`src/sv/hlt_pkg.sv`:
```
// Shared types and constants for the host address learning table.
// No dependencies.
`default_nettype none
package hlt_pkg;

  localparam int MAC_W     = 48;
  localparam int IP_W      = 64;
  localparam int V4_W      = 32;
  localparam int ST_W      = 3;
  localparam int OIDX_W    = 6;
  // Widest host index and list count over the legal parameter ranges
  localparam int TIDX_W    = 10;
  localparam int TCNT_W    = 7;

  typedef enum logic [ST_W-1:0] {
    ST_KNOWN      = 3'd0,
    ST_ADDED      = 3'd1,
    ST_NEW        = 3'd2,
    ST_HOSTS_FULL = 3'd3,
    ST_LIST_FULL  = 3'd4
  } status_t;

  typedef enum logic [2:0] {
    S_IDLE,
    S_LAUNCH,
    S_SEARCH,
    S_READ,
    S_CMP,
    S_APPEND,
    S_OUT
  } state_t;

  // Lookup token handed from cell to cell
  typedef struct packed {
    logic              act;
    logic              found;
    logic [TIDX_W-1:0] idx;
    logic [TCNT_W-1:0] v4c;
    logic [TCNT_W-1:0] v6c;
  } tok_t;

  // Host entry write broadcast to the cells
  typedef struct packed {
    logic              we;
    logic              set_mac;
    logic [TIDX_W-1:0] idx;
    logic [MAC_W-1:0]  mac;
    logic [TCNT_W-1:0] v4c;
    logic [TCNT_W-1:0] v6c;
  } upd_t;

endpackage
`default_nettype wire

```
`src/sv/hlt_cell.sv`:
```
// One host cell: MAC, per-kind address counts and the lookup token stage.
// Depends on hlt_pkg.
`default_nettype none
module hlt_cell
  import hlt_pkg::*;
#(
  parameter int IDX = 0
) (
  input  wire logic             clk,
  input  wire logic             rst_n,
  input  wire logic [MAC_W-1:0] key_mac,
  input  wire tok_t             tok_i,
  output tok_t                  tok_o,
  input  wire upd_t             upd
);

  logic              valid_r;
  logic [MAC_W-1:0]  mac_r;
  logic [TCNT_W-1:0] v4c_r;
  logic [TCNT_W-1:0] v6c_r;
  tok_t              tok_r, tok_nxt;
  logic              sel;

  assign sel = upd.we && (upd.idx == TIDX_W'(IDX));

  always_comb begin
    tok_nxt = tok_i;
    if (tok_i.act && !tok_i.found && valid_r && (mac_r == key_mac)) begin
      tok_nxt.found = 1'b1;
      tok_nxt.idx   = TIDX_W'(IDX);
      tok_nxt.v4c   = v4c_r;
      tok_nxt.v6c   = v6c_r;
    end
  end

  always_ff @(posedge clk) begin
    if (!rst_n) begin
      valid_r <= 1'b0;
      v4c_r   <= '0;
      v6c_r   <= '0;
      tok_r   <= '0;
    end else begin
      tok_r <= tok_nxt;
      if (sel) begin
        v4c_r <= upd.v4c;
        v6c_r <= upd.v6c;
        if (upd.set_mac) begin
          valid_r <= 1'b1;
        end
      end
    end
  end

  always_ff @(posedge clk) begin
    if (sel && upd.set_mac) begin
      mac_r <= upd.mac;
    end
  end

  assign tok_o = tok_r;

endmodule
`default_nettype wire

```
`config.mk`:
```
export PLATFORM = sky130hd
export DESIGN_NAME = hlt_cell
export DESIGN_NICKNAME = d
export VERILOG_FILES = /design/src/sv/hlt_pkg.sv /design/src/sv/hlt_cell.sv
export SDC_FILE = /design/constraint.sdc
export NUM_CORES = 1
export LEC_CHECK = 0
export BUFFER_PORTS_ARGS = -buffer_cell sky130_fd_sc_hd__buf_2
export CORE_MARGIN = 3
export CORE_UTILIZATION = 25
export DETAILED_ROUTE_END_ITERATION = 16
export GPL_TIMING_DRIVEN = 0
export PLACE_DENSITY = 0.57
export SETUP_SLACK_MARGIN = 0.1
export SLEW_MARGIN = 20
export SYNTH_ARGS = -nofsm -noshare
export SYNTH_HDL_FRONTEND = slang
export SYNTH_SLANG_ARGS = --single-unit
export TNS_END_PERCENT = 1
```
`constraint.sdc`:
```
create_clock -name clk -period 5.93 [get_ports clk]
set_clock_uncertainty 0.15 [all_clocks]
set_input_delay 0.2965 -clock clk [delete_from_list [all_inputs] [get_ports clk]]
set_output_delay 0.2965 -clock clk [all_outputs]
set_load 0.02 [all_outputs]
```
Word level (Yosys, flattened, before mapping)
Index checks and enable logic that the tools add are counted.
- eq/ne operators: 1
- muxes and demuxes: 1
- bitwise gates (word level): 1
- reductions and logical operators: 9
- operators with widths (cell ; number):
    == test 48 bit ; 1
    2-to-1 mux 25 bit ; 1
    logical NOT 10 bit ; 1
    logical AND 1 bit ; 5
    AND reduction 2 bit ; 1
    OR reduction 2 bit ; 1
    logical NOT 1 bit ; 1
    inverter 1 bit ; 1
- flip-flop bits (word level): 89
- input port bits: 150
- output and inout port bits: 26

Longest topological paths before layout
- depth in word-level cells: 5
- depth in mapped cells: 6

Least setup slack after synthesis
No wires, ideal clock.
- kind: input to register
- start: input port upd[64] (netlist bit)
- end: register mac_r[0], enable pin
- setup time: 455 ps
- arrival time: 3202 ps
- path slack: 2122 ps
- stages on the path: 4
- path buffers: 1
- cells stage by stage: nor4b_1 nand3_1 buf_2 nor2_1
- longest elaborated chain between the ends: 3
- ends and longest elaborated chain (what ; line ; source):
    start: declaration ; hlt_cell.sv:14 ; input wire upd_t upd
    logical NOT 10 bit ; hlt_cell.sv:24 ; assign sel = upd.we && (upd.idx == TIDX_W'(IDX));
    logical AND 1 bit ; hlt_cell.sv:24 ;
    logical AND 1 bit ; hlt_cell.sv:55 ; if (sel && upd.set_mac) begin
    end signal: assignment ; hlt_cell.sv:56 ; mac_r <= upd.mac;
    end: declaration ; hlt_cell.sv:18 ; logic [MAC_W-1:0] mac_r;
No other way between the ends.
A chain may end at the register's enable or synchronous reset.

Worst setup path after layout
- start: input port upd[63] (netlist bit)
- end: register mac_r[47], enable pin
Same word-level chain as after synthesis.

==> results.cfg <==
[synth]
synth.yosys.seq_area_share_pct = 65.0
synth_nets = 404
async_flop_share_pct = 0
synth_area_leaders = edfxtp_1 41%, dfxtp_1 24%, xor2_1 12%
synth_cell_types = 21
synth_edf_count = 48
syn_area_mm2 = 0.00348
ys_warn_count = 0
synth_top_area_cell = edfxtp_1
synth.avg_cell_area_um2 = 13.7
synth_top_area_share_pct = 41.4
syn_inst = 254
synthFlopType = edfxtp_1
ys_ff_latch = 89

[floorplan]
die-width_um = 124
die_h_um = 124
die_area_mm2 = 0.0154
start_util_pct = 26.0
num_rows = 42
ios = 176
core_area_mm2 = 0.0134

[route]
ant_nets = 0
num_vias = 2690
drtIter0Drc = 103
avgRoutedWirePerCell_um = 14.4
wl_um = 9640
drc = 0
via_per_inst = 4.03
drtPass1Iterations = 3

[grt]
grt.total_usage_pct = 12.3
use_met3_pct = 5.81
grt_overflow = 0
grt_util_met1_pct = 13.9
grt_max_degree = 28
grt_pass1_wl_um = 14100
use_met2_pct = 20.7
busiest_layer = met2
antenna_found_initial = 3
grt_pass1_vias = 2832

[sta]
rsz0062_at_grt = false
finalSetupTns_ns = 0
worstMarginPinSlew_ns = 0.684
timing.slew.headroom_pct = 54.3
max_freq_ghz = 0.418
finalSetupViolCount = 0
slew_violations = 0
period_share_pct = 40.3
finalHoldViolations = 0
finalCriticalPeriod_ns = 2.39

[clocking]
cts-resized-gates = 0
cts_tree = done
clk_latency_ns = 0.33
clock_sinks = 89
htreeDepth = 3
cts_buffers = 9
cts_buffer_depth = 2
path_clk_slew_ns = 0.06
clockRootBuffer = clkbuf_16

[critical_path]
arrival_ns = 2.27
cp_cell_sequence = buf_2, nor4_1, nand3_1, buf_2, nor2_4, buf_12
slowest_stage = nor2_4
endpoint_kind = flop
crit_path_max_incr_delay_ns = 0.56
critPathLaunchType = input port
timing.critical_path.mode_cell = buf_2
critical_path.max_fanout = 27
worstSetupPathType = in -> reg
required_ns = 5.81

[job]
drv_cap = 0

[place]
portBuffers = 174
finalWeightedCongestion = 0.743
hpwl_um = 7180

[run_status]
status = completed

[power]
p_leak_nw = 2.37
power_mw = 1.38
power_density_mw_per_mm2 = 257
peakVddDrop_mv = 0.163

[layout]
drive_above_1_share_pct = 40.4
n_antenna_cell = 0
nets = 637
fin_util_pct = 40.1
synthToLayoutAreaGrowth_pct = 54.6

[hold_path]
hp-class = in -> reg
state kept, by name (all words and copies together), names as in the netlist:
register,flops
mac_r,48
tok_o,26
v4c_r,7
v6c_r,7
valid_r,1
placed cells by master (no fill, tap or decap):
cell type      count
and2_1             1
and3b_1            5
and3b_2            5
buf_12             1
buf_2            175
buf_6              2
bufinv_16          2
clkbuf_1           7
clkbuf_16          9
clkinv_1           1
clkinv_2           2
clkinv_4           1
dfxtp_1           41
dlygate4sd3_1     47
edfxtp_1          48
inv_1              1
mux2i_1           28
nand2_1           30
nand3_1            2
nand4_1            2
nor2_4             1
nor2b_1           14
nor3_1             3
nor4_1            12
nor4_4             1
nor4b_1            1
o21a_1             2
xor2_1            48
layout make-up:
cell class,count,area [um2]
Tap cell,176,220
Sequential cell,89,2260
Timing Repair Buffer,222,1360
Fill cell,1309,8020
Inverter,1,3.75
Clock inverter,6,82.6
Clock buffer,10,229
Buffer,9,50.0
Multi-Input combinational cell,155,1170
routing by layer:
metal / wire (um) / up-vias
met4: 89 / 6
met3: 1040 / 12
met2: 4490 / 130
li1: - / 1352
met5: 42 / -
met1: 3970 / 1190
worst max-delay path: cells and delay by family:
family                 cells  cell delay (ns)
and+or+nand+nor            3             1.23
buffers and inverters      3             0.72
where the power goes:
group          internal [mW]  switching (mW)
Combinational         0.0758          0.0546
Sequential             0.658         0.00233
Clock                  0.367           0.225
Total                   1.10           0.282
final timing paths:
path	from	slack, ns	end	depth (start not counted)
setup / recovery	upd[63]	3.54	mac_r[47]	6
hold / removal	upd[54]	0.02	mac_r[40]	1
setup reg to reg	mac_r[23]	3.61	tok_o[7]	6
hold reg to reg	v4c_r[6]	0.31	tok_o[13]	2
cell usage after synthesis (all sizes together), types with 2 or more instances:
library cell  count
xor2             48
clkbuf            6
nand4             2
dfxtp            41
and3b            10
o21a              2
edfxtp           48
nor2b            14
nor3              3
nor4             13
buf               3
nand3             2
nand2            30
mux2i            28
cell families (layout without fill, tap and decap cells):
family / count (synthesis) / in the layout / share of synthesized area (%)
buffers and inverters: 10 / 248 / 1.55
multiplexers: 28 / 28 / 8.06
AO/OA/AOI/OAI: 2 / 2 / 0.432
AND/OR/NAND/NOR: 77 / 77 / 12.8
XOR/XNOR: 48 / 48 / 12.1
flip-flops: 89 / 89 / 65.0
repair_timing:
item,in CTS,in global routing
hold buffers,47,0
setup buffers,0,0
endpoints found under the hold margin,47,0
endpoints found under the setup margin,0,0
through the flow:
| stage | hold WS, ns | area, um2 | worst slack (ns) | cells |
|---|---|---|---|---|
| 2_1_floorplan | 0.245 | 3480 | 2.12 | 254 |
| 3_3_place_gp | 0.301 | 4570 | 0.904 | 604 |
| 3_5_place_dp | 0.306 | 4600 | 3.15 | 605 |
| 4_1_cts | 0.00403 | 5380 | 3.48 | 668 |
| 5_1_grt | 0.00427 | 5380 | 3.37 | 668 |
| 6_report | 0.0219 | 5380 | 3.54 | 668 |
Note: power is estimated with default switching activity, not from simulation.
